### config.mk
export PLATFORM = sky130hd
export DESIGN_NAME = eight_bit_cpu_alu_with_flags
export DESIGN_NICKNAME = d
export VERILOG_FILES = /design/src/hw/rtl/ecalu_pkg.sv /design/src/hw/rtl/ecalu_core.sv /design/src/hw/rtl/eight_bit_cpu_alu_with_flags.sv
export SDC_FILE = /design/constraint.sdc
export NUM_CORES = 1
export LEC_CHECK = 0
export BUFFER_PORTS_ARGS = -buffer_cell sky130_fd_sc_hd__buf_2
export CORE_MARGIN = 2
export CORE_UTILIZATION = 40
export DETAILED_ROUTE_END_ITERATION = 16
export PLACE_DENSITY = 0.65
export SLEW_MARGIN = 5
export SYNTH_ARGS = -nofsm -noshare
export SYNTH_HDL_FRONTEND = slang
export SYNTH_HIERARCHICAL = 1
export SYNTH_SLANG_ARGS = --single-unit
### constraint.sdc
create_clock -name clk -period 3.9 [get_ports clk]
set_input_delay 0 -clock clk [delete_from_list [all_inputs] [get_ports clk]]
set_output_delay 0 -clock clk [all_outputs]
set_load 0.02 [all_outputs]
### src/hw/rtl/ecalu_pkg.sv
package ecalu_pkg;

  // Flag bit positions within a four-bit flag word
  localparam int unsigned FlagZ = 3;
  localparam int unsigned FlagN = 2;
  localparam int unsigned FlagH = 1;
  localparam int unsigned FlagC = 0;

  typedef enum logic [4:0] {
    OP_ADD   = 5'd0,
    OP_ADC   = 5'd1,
    OP_SUB   = 5'd2,
    OP_SBC   = 5'd3,
    OP_AND   = 5'd4,
    OP_XOR   = 5'd5,
    OP_OR    = 5'd6,
    OP_CP    = 5'd7,
    OP_INC   = 5'd8,
    OP_DEC   = 5'd9,
    OP_RLC   = 5'd10,
    OP_RRC   = 5'd11,
    OP_RL    = 5'd12,
    OP_RR    = 5'd13,
    OP_SLA   = 5'd14,
    OP_SRA   = 5'd15,
    OP_SRL   = 5'd16,
    OP_SWAP  = 5'd17,
    OP_BIT   = 5'd18,
    OP_RES   = 5'd19,
    OP_SET   = 5'd20,
    OP_ADDHL = 5'd21,
    OP_ADDSP = 5'd22
  } op_e;

  typedef struct packed {
    logic [4:0]  func;
    logic [7:0]  acc;
    logic [15:0] wide_reg;
    logic [15:0] operand;
    logic [2:0]  bit_index;
    logic [3:0]  flags_in;
  } cmd_t;

  typedef struct packed {
    logic [7:0]  byte_result;
    logic [15:0] wide_result;
    logic [3:0]  flags_out;
  } result_t;

endpackage

### src/hw/rtl/ecalu_core.sv
module ecalu_core import ecalu_pkg::*; (
  input  cmd_t    cmd,
  output result_t result
);

  logic [7:0]  a;
  logic [7:0]  v;
  logic [15:0] w;
  logic [15:0] op16;
  logic        cin;
  logic        cx;
  logic [8:0]  sum9;
  logic [4:0]  sum_lo;
  logic [7:0]  diff;
  logic        h_sub;
  logic        c_sub;
  logic [16:0] sum17;
  logic [12:0] sum13;
  logic [15:0] sp_sum;
  logic [4:0]  sp_lo4;
  logic [8:0]  sp_lo8;
  logic [7:0]  r;
  logic [7:0]  mask;

  assign a    = cmd.acc;
  assign v    = cmd.operand[7:0];
  assign w    = cmd.wide_reg;
  assign op16 = cmd.operand;
  assign cin  = cmd.flags_in[FlagC];
  assign mask = 8'(8'd1 << cmd.bit_index);

  // Carry-in only for adc and sbc
  assign cx = ((cmd.func == OP_ADC) || (cmd.func == OP_SBC)) ? cin : 1'b0;

  assign sum9   = {1'b0, a} + {1'b0, v} + {8'd0, cx};
  assign sum_lo = {1'b0, a[3:0]} + {1'b0, v[3:0]} + {4'd0, cx};
  assign diff   = a - v - {7'd0, cx};
  assign h_sub  = ({1'b0, v[3:0]} + {4'd0, cx}) > {1'b0, a[3:0]};
  assign c_sub  = ({1'b0, v} + {8'd0, cx}) > {1'b0, a};

  assign sum17  = {1'b0, w} + {1'b0, op16};
  assign sum13  = {1'b0, w[11:0]} + {1'b0, op16[11:0]};
  assign sp_sum = w + {{8{v[7]}}, v};
  assign sp_lo4 = {1'b0, w[3:0]} + {1'b0, v[3:0]};
  assign sp_lo8 = {1'b0, w[7:0]} + {1'b0, v};

  always_comb begin
    r = cmd.acc;
    result.byte_result = cmd.acc;
    result.wide_result = 16'd0;
    result.flags_out   = cmd.flags_in;
    case (op_e'(cmd.func))
      OP_ADD, OP_ADC: begin
        r = sum9[7:0];
        result.byte_result = r;
        result.flags_out = {r == 8'd0, 1'b0, sum_lo[4], sum9[8]};
      end
      OP_SUB, OP_SBC: begin
        r = diff;
        result.byte_result = r;
        result.flags_out = {r == 8'd0, 1'b1, h_sub, c_sub};
      end
      OP_CP: begin
        result.flags_out = {diff == 8'd0, 1'b1, h_sub, c_sub};
      end
      OP_AND: begin
        r = a & v;
        result.byte_result = r;
        result.flags_out = {r == 8'd0, 1'b0, 1'b1, 1'b0};
      end
      OP_XOR: begin
        r = a ^ v;
        result.byte_result = r;
        result.flags_out = {r == 8'd0, 3'b000};
      end
      OP_OR: begin
        r = a | v;
        result.byte_result = r;
        result.flags_out = {r == 8'd0, 3'b000};
      end
      OP_INC: begin
        r = v + 8'd1;
        result.byte_result = r;
        result.flags_out = {r == 8'd0, 1'b0, v[3:0] == 4'hf, cin};
      end
      OP_DEC: begin
        r = v - 8'd1;
        result.byte_result = r;
        result.flags_out = {r == 8'd0, 1'b1, v[3:0] == 4'h0, cin};
      end
      OP_RLC: begin
        r = {v[6:0], v[7]};
        result.byte_result = r;
        result.flags_out = {r == 8'd0, 2'b00, v[7]};
      end
      OP_RRC: begin
        r = {v[0], v[7:1]};
        result.byte_result = r;
        result.flags_out = {r == 8'd0, 2'b00, v[0]};
      end
      OP_RL: begin
        r = {v[6:0], cin};
        result.byte_result = r;
        result.flags_out = {r == 8'd0, 2'b00, v[7]};
      end
      OP_RR: begin
        r = {cin, v[7:1]};
        result.byte_result = r;
        result.flags_out = {r == 8'd0, 2'b00, v[0]};
      end
      OP_SLA: begin
        r = {v[6:0], 1'b0};
        result.byte_result = r;
        result.flags_out = {r == 8'd0, 2'b00, v[7]};
      end
      OP_SRA: begin
        r = {v[7], v[7:1]};
        result.byte_result = r;
        result.flags_out = {r == 8'd0, 2'b00, v[0]};
      end
      OP_SRL: begin
        r = {1'b0, v[7:1]};
        result.byte_result = r;
        result.flags_out = {r == 8'd0, 2'b00, v[0]};
      end
      OP_SWAP: begin
        r = {v[3:0], v[7:4]};
        result.byte_result = r;
        result.flags_out = {r == 8'd0, 3'b000};
      end
      OP_BIT: begin
        result.flags_out = {~v[cmd.bit_index], 1'b0, 1'b1, cin};
      end
      OP_RES: begin
        result.byte_result = v & ~mask;
      end
      OP_SET: begin
        result.byte_result = v | mask;
      end
      OP_ADDHL: begin
        result.byte_result = 8'd0;
        result.wide_result = sum17[15:0];
        result.flags_out = {cmd.flags_in[FlagZ], 1'b0, sum13[12], sum17[16]};
      end
      OP_ADDSP: begin
        result.byte_result = 8'd0;
        result.wide_result = sp_sum;
        result.flags_out = {2'b00, sp_lo4[4], sp_lo8[8]};
      end
      default: begin
        result.byte_result = cmd.acc;
      end
    endcase
  end

endmodule

### src/hw/rtl/eight_bit_cpu_alu_with_flags.sv
// Eight-bit ALU with zero, subtract, half-carry and carry flags. A word is
// taken on every edge where start is high; busy is always low, so one
// operation can be issued every cycle. Each word passes an input register and
// a result register before its result appears on result for exactly one
// cycle with done high. The receiver cannot stall: results must be captured in
// the cycle that done marks.
module eight_bit_cpu_alu_with_flags import ecalu_pkg::*; (
  input  logic    clk,
  input  logic    rst,
  input  logic    start,
  output logic    busy,
  input  cmd_t    cmd,
  output logic    done,
  output result_t result
);

  logic    in_valid;
  cmd_t    in_reg;
  result_t core_out;

  assign busy = 1'b0;

  always_ff @(posedge clk) begin
    if (rst) begin
      in_valid <= 1'b0;
      done     <= 1'b0;
    end else begin
      in_valid <= start;
      done     <= in_valid;
    end
  end

  // Payload registers: capture unconditionally, validity travels alongside
  always_ff @(posedge clk) begin
    in_reg <= cmd;
    result <= core_out;
  end

  ecalu_core u_core (
    .cmd    (in_reg),
    .result (core_out)
  );

`ifndef NO_ASSERTIONS
  a_two_cycle_latency: assert property (@(posedge clk) disable iff (rst)
    start |=> ##1 done)
    else $error("accepted word produced no strobe two cycles later");

  a_no_spurious_done: assert property (@(posedge clk) disable iff (rst)
    done |-> $past(start, 2))
    else $error("strobe without an accepted word");

  a_byte_ops_no_wide: assert property (@(posedge clk) disable iff (rst)
    (done && $past(in_reg.func) != OP_ADDHL && $past(in_reg.func) != OP_ADDSP)
      |-> result.wide_result == 16'd0)
    else $error("wide result not zero for an eight-bit operation");

  a_wide_ops_no_byte: assert property (@(posedge clk) disable iff (rst)
    (done && ($past(in_reg.func) == OP_ADDHL || $past(in_reg.func) == OP_ADDSP))
      |-> result.byte_result == 8'd0)
    else $error("byte result not zero for a sixteen-bit operation");
`endif

endmodule

Word level (Yosys, flattened, before mapping)
Index checks and enable logic that the tools add are counted.
{"block": "totals", "register_bits": 82, "ram_bits": 0, "output_inout_bits": 30, "mem_bits_ro": 0, "inputBits": 55, "n_memories": 0, "wordCells": 88, "latch_bits": 0}
{"block": "op_classes", "mul": 0, "n_lt_le_gt_ge": 3, "n_shift": 1, "addsub": 15, "eq_ne": 23, "reduce_logical": 22, "mux": 6, "div_mod_pow": 0, "n_bitwise": 7}
{"op": "$pmux 8 s18", "count": 1}
{"op": "$logic_not 8->1", "count": 13}
{"op": "$pmux 4 s18", "count": 1}
{"op": "$eq 5x4->1 const B", "count": 8}
{"op": "$eq 5x5->1 const B", "count": 7}
{"op": "$pmux 16 s2", "count": 1}
{"op": "$eq 5x3->1 const B", "count": 4}
{"op": "$add 8x8->9", "count": 2}
{"op": "$add 16x16->17", "count": 1}
{"op": "$add 16x16->16", "count": 1}
{"op": "$and 8x8->8", "count": 2}
{"op": "$or 8x8->8", "count": 2}
{"op": "$logic_not 7->1", "count": 2}
{"op": "$add 12x12->13", "count": 1}
{"op": "$add 4x4->5", "count": 2}
{"op": "$eq 5x2->1 const B", "count": 2}
{"op": "$add 8x1->9", "count": 1}
{"op": "$add 9x1->9", "count": 1}
{"op": "$gt 9x8->1", "count": 1}
{"op": "$add 8x1->8 const B", "count": 1}
{"op": "$not 8->8", "count": 1}
{"op": "$shl 1x3->8 const A", "count": 1}
{"op": "$sub 8x1->8", "count": 1}
{"op": "$sub 8x1->8 const B", "count": 1}
{"op": "16 further kinds", "count": 19}

Longest topological paths before layout
Gate-level depths: netlist of the first run.
{"block": "depth", "ltp_word": 6, "mapped_depth": 16, "depth_no_buf": 14}

Cells and area by module
Netlist of the first run, hierarchy kept.
{"module": "ecalu_core", "seq_area_each_um2": 0.0, "instances": 1, "area_each_um2": 4117.7, "cells_each": 604}
{"module": "eight_bit_cpu_alu_with_flags", "seq_area_each_um2": 1641.6, "instances": 1, "area_each_um2": 1665.3, "cells_each": 86}

Worst setup path after synthesis of the first run
OpenSTA, ideal clock, no wires.
{"block": "synth_timing", "path_type": "flip-flop to flip-flop", "start": "reg in_reg[47] in the netlist's numbering", "end": "reg result[3] in the netlist's numbering", "path_stages_with_launch": 13, "path_slack_ns": 0.772, "t_required_ns": 3.826, "period_less_slack_ns": 3.128, "t_arrival_ns": 3.054, "setup_time_ns": 0.074, "path_buffers": 2, "cell_sequence": "dfxtp_1 -> buf_2 -> buf_1 -> nand3_1 -> fa_1 -> fa_1 -> nand2b_1 -> a21oi_1 -> nor3_1 -> nor2_1 -> nor3_1 -> or4b_1 -> a31oi_1"}
{"element": "from (decl)", "line_no": "eight_bit_cpu_alu_with_flags.sv:18", "source": "cmd_t in_reg;"}
{"element": "from (signal assigned)", "line_no": "eight_bit_cpu_alu_with_flags.sv:35", "source": "in_reg <= cmd;"}
{"element": "to (signal assigned)", "line_no": "eight_bit_cpu_alu_with_flags.sv:36", "source": "result <= core_out;"}
{"element": "to (decl)", "line_no": "eight_bit_cpu_alu_with_flags.sv:14", "source": "output result_t result"}

==> summary.md, run 1 <==
| Metric | Value |
|---|---|
| Minimum clock period | `3330 ps` |
| Final Non-Filler Cells | `1005` |
| First-pass GRT wire length | `29700 µm` |
| Clock power share | `35.1%` |
| Ranking of synthesized cells by area | `dfxtp_1 28%, ha_1 14%, xnor2_1 4.2%` |
| Design Area, Final | `7250 µm²` |
| Crit path max fanout | `16` |
| Pins over their slew limit | `0` |
| Layout cells sized above 1 | `15.9%` |
| Hold Fails Final Rpt | `0` |
| Vias per cell | `5.84` |
| Die W | `124 µm` |
| Slew @ Worst Pin | `836 ps` |
| Final HPWL DP | `14200 µm` |
| Layout Nets | `946` |
| Std cell rows | `43` |
| Vias in the first global route | `5756` |
| Cell with the most instances after synthesis | `dfxtp_1` |
| Synth-to-layout area growth | `25.4%` |
| Critical path launch point type | `flop` |
| Crit end category | `flop` |
| Slowest cell on the critical path | `fa_1` |
| Syn Nets | `816` |
| Net Sw Power | `800 µW` |
| Worst path bufs/invs | `1` |
| Initial DRC Count | `518` |
| Crit path cell chain | `nor3_1, nand3_1, fa_1, inv_1, ha_1, o21ai_0, nand3_1, o311a_1, nor4_1, nor3_1, a211o_1, a22oi_1` |
| Hold Path Class | `in -> reg` |
| Relative slew slack | `43.8%` |
| Leak pwr | `0.00323 µW` |
| Post-synth top flop | `dfxtp_1` |
| EDFF count, synth | `0` |
| Initial antenna violation count | `0` |
| Comb power frac | `27.9%` |
| H-tree levels | `3` |
| Max IR drop VDD | `0.305 mV` |
| Placed instance count | `935` |
| Fmax | `301 MHz` |
| CTS max path bufs | `2` |
| YS warnings | `6` |
| Post-synthesis async set-or-reset flop share | `0%` |
| WL final | `19000 µm` |
| IO buf count | `83` |
| Starting density of the core | `41.3%` |
| Post-route ant nets | `0` |
| Syn Area/Cell | `8.38 µm²` |
| FF-to-FF setup slack | `570 ps` |
| RSZ-0062 raised after global routing | `false` |
| Synthesized cell area | `5780 µm²` |
| RD Place Congestion | `0.985` |
| PwrDens | `346 nW/µm²` |
| Number of buffers created by CTS | `9` |
| Setup CP Type | `reg -> reg` |
| Critical Path Max Stage Delay | `680 ps` |
| Cell variety after synth | `70` |
| # DRC | `0` |
| Grt total ovfl | `0` |
| Chip height | `124 µm` |
| Root buffer cell | `clkbuf_16` |
| Yosys top cell area share | `28.4%` |
| # fillers | `1322` |
| Drt pass-1 iters | `8` |
| Total power | `2510 µW` |
| Outcome | `complete, no violations` |
| Sequential share of power | `37.0%` |
| IO Pins | `85` |
| Worst Skew | `12.3 ps` |
| Largest net degree at the start of global routing | `30` |
| Clock transition at the registers of the reported paths | `70 ps` |
| Setup TNS | `0 ps` |
| Maxcap violations | `0` |
| Total die area | `15400 µm²` |
| CP Data Required Time | `4180 ps` |
| Synth area leader | `dfxtp_1` |
| Wire per inst | `18.9 µm` |
| CP top delay family | `simple AND/OR/NAND/NOR gates` |
| Register area | `1640 µm²` |
| Internal power | `1710 µW` |
| Synth top cells by count | `82 x dfxtp_1, 66 x ha_1, 53 x nor2_1, 43 x a21oi_1, 36 x nand2_1` |
| Placed Area | `6400 µm²` |
| CORE AREA | `14000 µm²` |
| Seq cells post-synth | `82` |
| # diodes | `0` |
| Switching part of the total | `31.9%` |
| Setup violators final | `0` |
| Vias | `5873` |
| Post-Synthesis Cells | `690` |
| CTS sink count | `82` |
| Max reg flops | `52` |
| Clk Latency, worst-skew pair | `360 ps` |
| Multi-input logic area | `3880 µm²` |
| CTS tree | `yes` |
| Tcrit/Tclk final | `85.3%` |
| Sequential share of the synthesized area | `28.4%` |
| CP arrival | `3610 ps` |
| Cts repair resizes | `0` |
| Aggregate global-route resource usage | `24.0%` |
==> layout by cell type, fill, tap and decap left out, drive strengths merged, types with 5 or more instances in the layout <==
| master | instances |
|---|---|
| nor2 | 53 |
| o31ai | 5 |
| or2 | 7 |
| nand2 | 36 |
| nor3b | 8 |
| a31oi | 15 |
| clkbuf | 10 |
| fa | 5 |
| a21oi | 44 |
| nor2b | 13 |
| dlygate4sd3 | 54 |
| ha | 66 |
| nand4 | 16 |
| dfxtp | 82 |
| o22ai | 13 |
| a221oi | 9 |
| xor2 | 21 |
| nor4 | 9 |
| buf | 98 |
| a211oi | 6 |
| nand3 | 25 |
| o21ai | 32 |
| nor3 | 28 |
| a22oi | 9 |
| a21o | 17 |
| nand2b | 12 |
| xnor2 | 28 |
| and3 | 8 |
| inv | 34 |
==> power by group through the flow <==
stage | Clock [µW] | Sequential, µW | Combinational, µW
6_report | 880 | 930 | 701
5_1_grt | 936 | 935 | 764
4_1_cts | 908 | 930 | 688
3_5_place_dp | 0 | 948 | 641
3_3_place_gp | 0 | 946 | 631
2_1_floorplan | 0 | 963 | 438
==> layout make-up <==
class / count / share of cell area [%]
clock inverter: 6 / 1.00
tap: 180 / 3.11
multi-input combinational: 543 / 53.6
clock buffer: 10 / 3.30
inverter: 32 / 1.66
sequential: 82 / 22.6
timing repair buffer: 152 / 14.7
==> logic make-up after synthesis <==
| kind of cell | Yosys count | share of synthesized area [%] |
|---|---|---|
| simple gates | 230 | 20.5 |
| compound gates | 185 | 21.5 |
| flops | 82 | 28.4 |
| fa+ha+maj | 71 | 16.0 |
| buf+inv | 65 | 4.46 |
| xor+xnor | 49 | 7.42 |
| mux | 7 | 1.67 |
| other cells | 1 | 0.0648 |
==> metal layers <==
metal	global-route usage [%]	vias up	wire, µm
met2	38.9	318	8580
met3	4.82	59	1590
met4	11.2	0	782
met5	0	-	0
li1	-	2786	-
met1	30.8	2710	8020
==> final timing paths <==
| check | from | to | cells past startpoint |
|---|---|---|---|
| max reg2reg | in_reg[50] | result[27] | 12 |
| max | in_reg[50] | result[27] | 12 |
| min reg2reg | in_valid | done | 1 |
| min | cmd[36] | in_reg[36] | 2 |
==> repair_timing <==
action	CTS	global route
endpoints found under the hold margin	54	0
hold buffers	54	0
setup buffers	0	0
==> metrics by stage <==
stage               setup slack [ps]  utilization (%)  hold WS, ps
floorplan                        772                -         27.7
global placement                 798             45.7          102
detailed placement               630             45.7          104
CTS                              613             51.8          257
global route                     436             51.8          273
finish                           573             51.8          269
(Power assumes the default switching activity.)
==> inputs of run 2 (changes only) <==
--- a/config.mk
+++ b/config.mk
@@ -5,6 +5,7 @@
 export SDC_FILE = /design/constraint.sdc
 export NUM_CORES = 1
 export LEC_CHECK = 0
+export ABC_AREA = 1
 export BUFFER_PORTS_ARGS = -buffer_cell sky130_fd_sc_hd__buf_2
 export CORE_MARGIN = 2
 export CORE_UTILIZATION = 40
==> run 2 against run 1 <==
Against the previous run:
- first-iteration DRC count up 42%
- combinational power up 7.8%
- non-clock buffer count down 2
- die area up 11%
- sequential cell count unchanged
- clock power up 8.0%
- hold slack better by 9.3 ps
- utilization down 1.1 points
- total power up 5.0%
==> summary.md, run 2 <==
| Metric | Value |
|---|---|
| IO Pins | `85 (unchanged)` |
| Crit path cell chain | `nor2_4, nand2_2, nor3_1, inv_1, fa_1, inv_1, ha_1, nor2_1, o21ai_0, nand2_1, nand2_1, nand2_1, o221ai_1, nor2_1, nand2_1 (was nor3_1, nand3_1, fa_1, inv_1, ha_1, o21ai_0, nand3_1, o311a_1, nor4_1, nor3_1, a211o_1, a22oi_1)` |
| Vias per cell | `5.19 (was 5.84)` |
| H-tree levels | `3 (unchanged)` |
| Sequential share of the synthesized area | `25.4% (was 28.4%)` |
| Post-Synth Adder-Cell Area | `14.3% (was 16.0%)` |
| Cell with the most instances after synthesis | `nand2_1 (was dfxtp_1)` |
| Syn Area/Cell | `6.55 µm² (was 8.38 µm²)` |
| Total die area | `17200 µm² (was 15400 µm²)` |
| Sequential share of power | `35.3% (was 37.0%)` |
| Final HPWL DP | `17100 µm (was 14200 µm)` |
| Mux cell area share after synthesis | `0% (was 1.67%)` |
| Initial DRC Count | `735 (was 518)` |
| Fmax | `305 MHz (was 301 MHz)` |
| Placed Area | `7150 µm² (was 6400 µm²)` |
| Post-synth top flop | `dfxtp_1 (unchanged)` |
| Leak pwr | `0.00408 µW (was 0.00323 µW)` |
| Drt pass-1 iters | `5 (was 8)` |
| Cell variety after synth | `46 (was 70)` |
| Relative slew slack | `44.3% (was 43.8%)` |
| Net Sw Power | `881 µW (was 800 µW)` |
| Critical path launch point type | `flop (unchanged)` |
| Layout Nets | `1258 (was 946)` |
| Hold Path Class | `in -> reg (unchanged)` |
| CP arrival | `3510 ps (was 3610 ps)` |
| Chip height | `131 µm (was 124 µm)` |
| Vias in the first global route | `6697 (was 5756)` |
| First-pass GRT wire length | `35100 µm (was 29700 µm)` |
| R2R cell count | `15 (was 12)` |
| CTS max path bufs | `2 (unchanged)` |
| Setup violators final | `0 (unchanged)` |
| WL final | `22200 µm (was 19000 µm)` |
| Total power | `2640 µW (was 2510 µW)` |
| Syn Nets | `1112 (was 816)` |
| Max reg flops | `52 (unchanged)` |
| Outcome | `complete, no violations (unchanged)` |
| Clock power share | `36.0% (was 35.1%)` |
| Synth-to-layout area growth | `24.2% (was 25.4%)` |
| CORE AREA | `15800 µm² (was 14000 µm²)` |
| YS warnings | `6 (unchanged)` |
| Clk Latency, worst-skew pair | `350 ps (was 360 ps)` |
| Met1 Wirelength | `9610 µm (was 8020 µm)` |
| Minimum clock period | `3280 ps (was 3330 ps)` |
| PwrDens | `329 nW/µm² (was 346 nW/µm²)` |
| Comb power frac | `28.7% (was 27.9%)` |
| Slew @ Worst Pin | `827 ps (was 836 ps)` |
| Root buffer cell | `clkbuf_16 (unchanged)` |
| CP Data Required Time | `4130 ps (was 4180 ps)` |
| Starting density of the core | `40.8% (was 41.3%)` |
| Crit path max fanout | `6 (was 16)` |
| IO buf count | `83 (unchanged)` |
| Post-Synthesis Cells | `986 (was 690)` |
| Critical Path Max Stage Delay | `660 ps (was 680 ps)` |
| Met2 WL | `10700 µm (was 8580 µm)` |
| Commonest non-fill, non-tap cell in the layout | `nand2_1 (was buf_2)` |
| Std cell rows | `46 (was 43)` |
| Synth Area in XOR/XNOR | `2.17% (was 7.42%)` |
| Hold depth | `2 (unchanged)` |
| Largest family of logic cells by synthesized area | `simple AND/OR/NAND/NOR gates (was compound AO/OA/AOI/OAI gates)` |
| Simple-gate share of the synthesized area | `35.8% (was 20.5%)` |
| Post-route ant nets | `0 (unchanged)` |
| Largest net degree at the start of global routing | `19 (was 30)` |
| Switching part of the total | `33.4% (was 31.9%)` |
| CP Depth | `15 (was 12)` |
| Post-synthesis compound-gate area fraction | `13.7% (was 21.5%)` |
| Top Layer Used | `met4 (unchanged)` |
| Yosys top cell area share | `25.4% (was 28.4%)` |
| CTS sink count | `82 (unchanged)` |
| Pins over their slew limit | `0 (unchanged)` |
| Core Util, Final | `50.7% (was 51.8%)` |
| Setup CP Type | `reg -> reg (unchanged)` |
| Grt total ovfl | `0 (unchanged)` |
| Synth top cells by count | `258 x nand2_1, 128 x nor2_1, 107 x inv_1, 82 x dfxtp_1, 66 x ha_1 (was 82 x dfxtp_1, 66 x ha_1, 53 x nor2_1, 43 x a21oi_1, 36 x nand2_1)` |
| RD Place Congestion | `0.968 (was 0.985)` |
| Commonest cells after routing, fill and taps aside | `258 x nand2_1, 128 x nor2_1, 107 x inv_1, 83 x buf_2, 82 x dfxtp_1 (was 83 x buf_2, 82 x dfxtp_1, 66 x ha_1, 54 x dlygate4sd3_1, 53 x nor2_1)` |
| Tcrit/Tclk final | `84.0% (was 85.3%)` |
| Die W | `131 µm (was 124 µm)` |
| Worst path bufs/invs | `2 (was 1)` |
| Internal power | `1750 µW (was 1710 µW)` |
| RSZ-0062 raised after global routing | `false (unchanged)` |
| Aggregate global-route resource usage | `26.9% (was 24.0%)` |
| Maxcap violations | `0 (unchanged)` |
| EDFF count, synth | `0 (unchanged)` |
| CTS tree | `yes (unchanged)` |
| Slowest cell on the critical path | `fa_1 (unchanged)` |
| Synth area leader | `dfxtp_1 (unchanged)` |
| Design Area, Final | `8020 µm² (was 7250 µm²)` |
| Initial antenna violation count | `0 (unchanged)` |
| Post-CTS Setup Inserts | `0 (unchanged)` |
| Post-synthesis async set-or-reset flop share | `0% (unchanged)` |
| Max IR drop VDD | `0.291 mV (was 0.305 mV)` |
| # DRC | `0 (unchanged)` |
| Ranking of synthesized cells by area | `dfxtp_1 25%, nand2_1 15%, ha_1 13% (was dfxtp_1 28%, ha_1 14%, xnor2_1 4.2%)` |
| Seq cells post-synth | `82 (unchanged)` |
| Worst Skew | `9.49 ps (was 12.3 ps)` |
| Clock transition at the registers of the reported paths | `60 ps (was 70 ps)` |
| # diodes | `0 (unchanged)` |
| Hold_buf cts | `54 (unchanged)` |
| Hold Fails Final Rpt | `0 (unchanged)` |
| Layout cells sized above 1 | `13.2% (was 15.9%)` |
| Number of buffers created by CTS | `9 (unchanged)` |
| Cts repair resizes | `0 (unchanged)` |
| Synthesized cell area | `6460 µm² (was 5780 µm²)` |
| Setup TNS | `0 ps (unchanged)` |
| Vias | `7016 (was 5873)` |
| Crit end category | `flop (unchanged)` |
| CP top delay family | `simple AND/OR/NAND/NOR gates (unchanged)` |
| Crit path top cell by count | `nand2_1` |
| WL met3 | `1410 µm (was 1590 µm)` |
| Wire per inst | `16.4 µm (was 18.9 µm)` |
-- run 2: logic make-up after synthesis --
group	count (synthesis)
AO/OA/AOI/OAI	156
XOR/XNOR	16
adder cells (fa/ha/maj)	71
buffers and inverters	136
flip-flops	82
other	1
AND/OR/NAND/NOR	524
-- run 2: power by group through the flow --
stage | clock (µW) | sequential (µW) | combinational [µW]
after floorplan | 0 | 976 | 452
after global placement | 0 | 948 | 698
after detailed placement | 0 | 948 | 698
after CTS | 974 | 930 | 743
after global routing | 1010 | 936 | 839
final | 950 | 930 | 756
-- run 2: worst paths after layout --
| check | to | start | slack [ps] |
|---|---|---|---|
| worst max-delay path | result[23] | in_reg[50] | 620 |
| worst max register to register | result[23] | in_reg[50] | 620 |
| worst min register to register | done | in_valid | 410 |
| worst min-delay path | in_reg[31] | cmd[31] | 280 |
-- run 2: final cells by class --
cell class / count / area [µm²]
inverter: 121 / 457
sequential: 82 / 1640
timing repair buffer: 150 / 1050
clock inverter: 5 / 86.3
clock buffer: 11 / 243
multi-input combinational: 768 / 4270
fill: 1573 / 7800
tap: 216 / 270
-- run 2: per-stage QoR --
stage	cells	hold slack (ps)	setup WS, ps
3_5_place_dp	1283	104	666
6_report	1353	279	622
5_1_grt	1353	278	359
2_1_floorplan	986	27.7	1150
4_1_cts	1353	266	639
3_3_place_gp	1283	102	770
-- run 2: worst reg2reg max path, delay by kind of cell, from the launching register on --
kind / cells / cell delay, ps
compound gates: 2 / 230
simple gates: 9 / 1460
flops: 1 / 380
buf+inv: 2 / 250
fa+ha+maj: 2 / 830
-- run 2: layer usage --
metal | track usage [%] | vias up
met2 | 46.3 | 282
met1 | 34.9 | 3172
met5 | 0 | -
met3 | 3.57 | 41
li1 | - | 3521
met4 | 9.14 | 0
==> inputs of run 3 (changes only) <==
--- a/config.mk
+++ b/config.mk
@@ -5,12 +5,12 @@
 export SDC_FILE = /design/constraint.sdc
 export NUM_CORES = 1
 export LEC_CHECK = 0
-export ABC_AREA = 1
+export ABC_AREA = 0
 export BUFFER_PORTS_ARGS = -buffer_cell sky130_fd_sc_hd__buf_2
 export CORE_MARGIN = 2
 export CORE_UTILIZATION = 40
 export DETAILED_ROUTE_END_ITERATION = 16
-export PLACE_DENSITY = 0.65
+export PLACE_DENSITY = 0.68
 export SLEW_MARGIN = 5
 export SYNTH_ARGS = -nofsm -noshare
 export SYNTH_HDL_FRONTEND = slang
==> constraint.sdc (replaced) <==
create_clock -name clk -period 2.7 [get_ports clk]
set_input_delay 0 -clock clk [delete_from_list [all_inputs] [get_ports clk]]
set_output_delay 0 -clock clk [all_outputs]
set_load 0.02 [all_outputs]
==> run 3 against run 2 <==
Against the previous run:
- the run now ends with negative setup slack left
- final cell count down 23%
- highest routed layer unchanged
- first-iteration DRC count down 27%
- hold slack worse by 4.4 ps
- critical path depth down 4
- sequential share of layout area up 0.81 points
- clock-buffer cell count down 1
- worst setup slack worse by 690 ps
- combinational power up 49%
- non-clock buffer count up 45
- total power up 42%
==> summary.md, run 3 (synthesized netlist as in run 1, its figures left out) <==
| Metric | Value |
|---|---|
| Outcome | `finished, violations left (was complete, no violations)` |
| Violated checks | `negative setup slack` |
| Layout Nets | `989 (was 1258)` |
| WL final | `19500 µm (was 22200 µm)` |
| Vias per cell | `5.70 (was 5.19)` |
| Synth-to-layout area growth | `33.6% (was 24.2%)` |
| Drt pass-1 iters | `7 (was 5)` |
| Commonest cells after routing, fill and taps aside | `83 x buf_2, 80 x dfxtp_1, 63 x ha_1, 57 x buf_4, 54 x dlygate4sd3_1 (was 258 x nand2_1, 128 x nor2_1, 107 x inv_1, 83 x buf_2, 82 x dfxtp_1)` |
| Post-route ant nets | `0 (unchanged)` |
| Grt total ovfl | `0 (unchanged)` |
| Crit end category | `flop (unchanged)` |
| Minimum clock period | `2770 ps (was 3280 ps)` |
| CTS sink count | `82 (unchanged)` |
| Std cell rows | `43 (was 46)` |
| CP Data Required Time | `2970 ps (was 4130 ps)` |
| Vias | `5973 (was 7016)` |
| FF-to-FF Start | `in_reg[51] (was in_reg[50])` |
| Commonest non-fill, non-tap cell in the layout | `buf_2 (was nand2_1)` |
| Setup CP Type | `reg -> reg (unchanged)` |
| Final HPWL DP | `14300 µm (was 17100 µm)` |
| Crit path max fanout | `3 (was 6)` |
| Total die area | `15400 µm² (was 17200 µm²)` |
| Hold endpoint | `in_reg[21] (was in_reg[31])` |
| Fmax | `361 MHz (was 305 MHz)` |
| Aggregate global-route resource usage | `24.7% (was 26.9%)` |
| Hold Crit Start | `cmd[21] (was cmd[31])` |
| FF-to-FF setup slack | `-70 ps (was 620 ps)` |
| H-tree levels | `3 (unchanged)` |
| Hold depth | `2 (unchanged)` |
| Hold Path Class | `in -> reg (unchanged)` |
| DP Worst Slack | `-195 ps (was 666 ps)` |
| Max reg flops | `52 (unchanged)` |
| Clock power share | `34.1% (was 36.0%)` |
| Placed Area | `6750 µm² (was 7150 µm²)` |
| PwrDens | `484 nW/µm² (was 329 nW/µm²)` |
| Relative slew slack | `51.8% (was 44.3%)` |
| Critical path launch point type | `flop (unchanged)` |
| First-pass GRT wire length | `30500 µm (was 35100 µm)` |
| Comb power frac | `30.3% (was 28.7%)` |
| Maxcap violations | `0 (unchanged)` |
| IO buf count | `83 (unchanged)` |
| Worst Skew | `10.5 ps (was 9.49 ps)` |
| RD Place Congestion | `0.944 (was 0.968)` |
| Design Area, Final | `7730 µm² (was 8020 µm²)` |
| Pins over their slew limit | `0 (unchanged)` |
| IO Pins | `85 (unchanged)` |
| Total power | `3740 µW (was 2640 µW)` |
| Clk Latency, worst-skew pair | `350 ps (about the same)` |
| Setup slack after layout | `-66.7 ps (was 622 ps)` |
| Tcrit/Tclk final | `102% (was 84.0%)` |
| CTS tree | `yes (unchanged)` |
| Die W | `124 µm (was 131 µm)` |
| Starting density of the core | `41.3% (was 40.8%)` |
| Max IR drop VDD | `0.485 mV (was 0.291 mV)` |
| CP arrival | `3040 ps (was 3510 ps)` |
| Root buffer cell | `clkbuf_16 (unchanged)` |
| Switching part of the total | `32.1% (was 33.4%)` |
| RSZ-0062 raised after global routing | `true (was false)` |
| RR Endpoint | `result[3] (was result[23])` |
| Largest net degree at the start of global routing | `23 (was 19)` |
| Initial antenna violation count | `0 (unchanged)` |
| Clock transition at the registers of the reported paths | `60 ps (about the same)` |
| Wire per inst | `18.6 µm (was 16.4 µm)` |
| Layout cells sized above 1 | `22.8% (was 13.2%)` |
| Number of buffers created by CTS | `9 (unchanged)` |
| # diodes | `0 (unchanged)` |
| Hold Fails Final Rpt | `0 (unchanged)` |
| CORE AREA | `14000 µm² (was 15800 µm²)` |
| Setup violators final | `1 (was 0)` |
| Internal power | `2540 µW (was 1750 µW)` |
| CTS max path bufs | `2 (unchanged)` |
| Sequential share of power | `35.6% (was 35.3%)` |
| Leak pwr | `0.00347 µW (was 0.00408 µW)` |
| Net Sw Power | `1200 µW (was 881 µW)` |
| # DRC | `0 (unchanged)` |
| Chip height | `124 µm (was 131 µm)` |
| Slew @ Worst Pin | `721 ps (was 827 ps)` |
| Vias in the first global route | `5900 (was 6697)` |
| R2R cell count | `11 (was 15)` |
| Initial DRC Count | `538 (was 735)` |
## run 3: metal layers
metal	vias to the layer above	GRT usage, %	share of wire, %
met5	-	0	0
met4	0	12.6	4.4
met3	61	5.03	6.6
met2	263	39.2	45
met1	2774	31.7	44
li1	2875	-	-
## run 3: critical path: stages, from the launching register on
cell and delay, ps:
dfxtp_2 330, nor3_4 200, nand3_4 120, fa_2 390, fa_2 400, nand2b_4 170, a21oi_2 170, nor3_1 70
nor2_1 150, nor3_1 70, or4b_1 500, a31oi_1 130
## run 3: worst max-delay path by stage
| stage | from | to | slack, ps | depth (start not counted) |
|---|---|---|---|---|
| final | in_reg[51] | result[3] | -70 | 11 |
| after global routing | in_reg[51] | result[3] | -180 | 11 |
| after CTS | in_reg[51] | result[3] | -40 | 11 |
| after detailed placement | in_reg[49] | result[27] | -190 | 13 |
| after global placement | in_reg[49] | result[27] | -80 | 13 |
| after floorplan | in_reg[49] | result[3] | -170 | 13 |
## run 3: final cells by class
class / count / area [µm²]
Clock inverter: 6 / 68.8
Inverter: 32 / 120
Sequential cell: 82 / 1640
Multi-Input combinational cell: 543 / 4030
Timing Repair Buffer: 195 / 1400
Fill cell: 1329 / 6260
Tap cell: 180 / 225
Clock buffer: 10 / 239
## run 3: per-stage QoR
step	TNS (ps)	hold WS [ps]	utilization, %	instances
6_report	-66.7	274	55.3	1048
5_1_grt	-268	275	55.3	1048
4_1_cts	-76.4	268	54.7	1049
3_5_place_dp	-510	104	48.2	974
3_3_place_gp	-224	102	48.2	974
2_1_floorplan	-259	27.7	-	690
## run 3: power by group through the flow
stage          registers, µW  clock network, µW  logic, µW
4_1_cts                 1330               1300       1100
2_1_floorplan           1390                  0        648
5_1_grt                 1340               1360       1230
3_3_place_gp            1360                  0       1010
3_5_place_dp            1360                  0       1020
6_report                1330               1280       1130
## run 3: repair_timing
| action | in CTS | in global routing |
|---|---|---|
| pin swaps | 10 | 6 |
| hold buffers | 54 | 0 |
| endpoints found under the hold margin | 54 | 0 |
| resized for setup | 6 | 21 |
| buffers inserted | 5 | 2 |
| setup endpoints to repair | 4 | 6 |
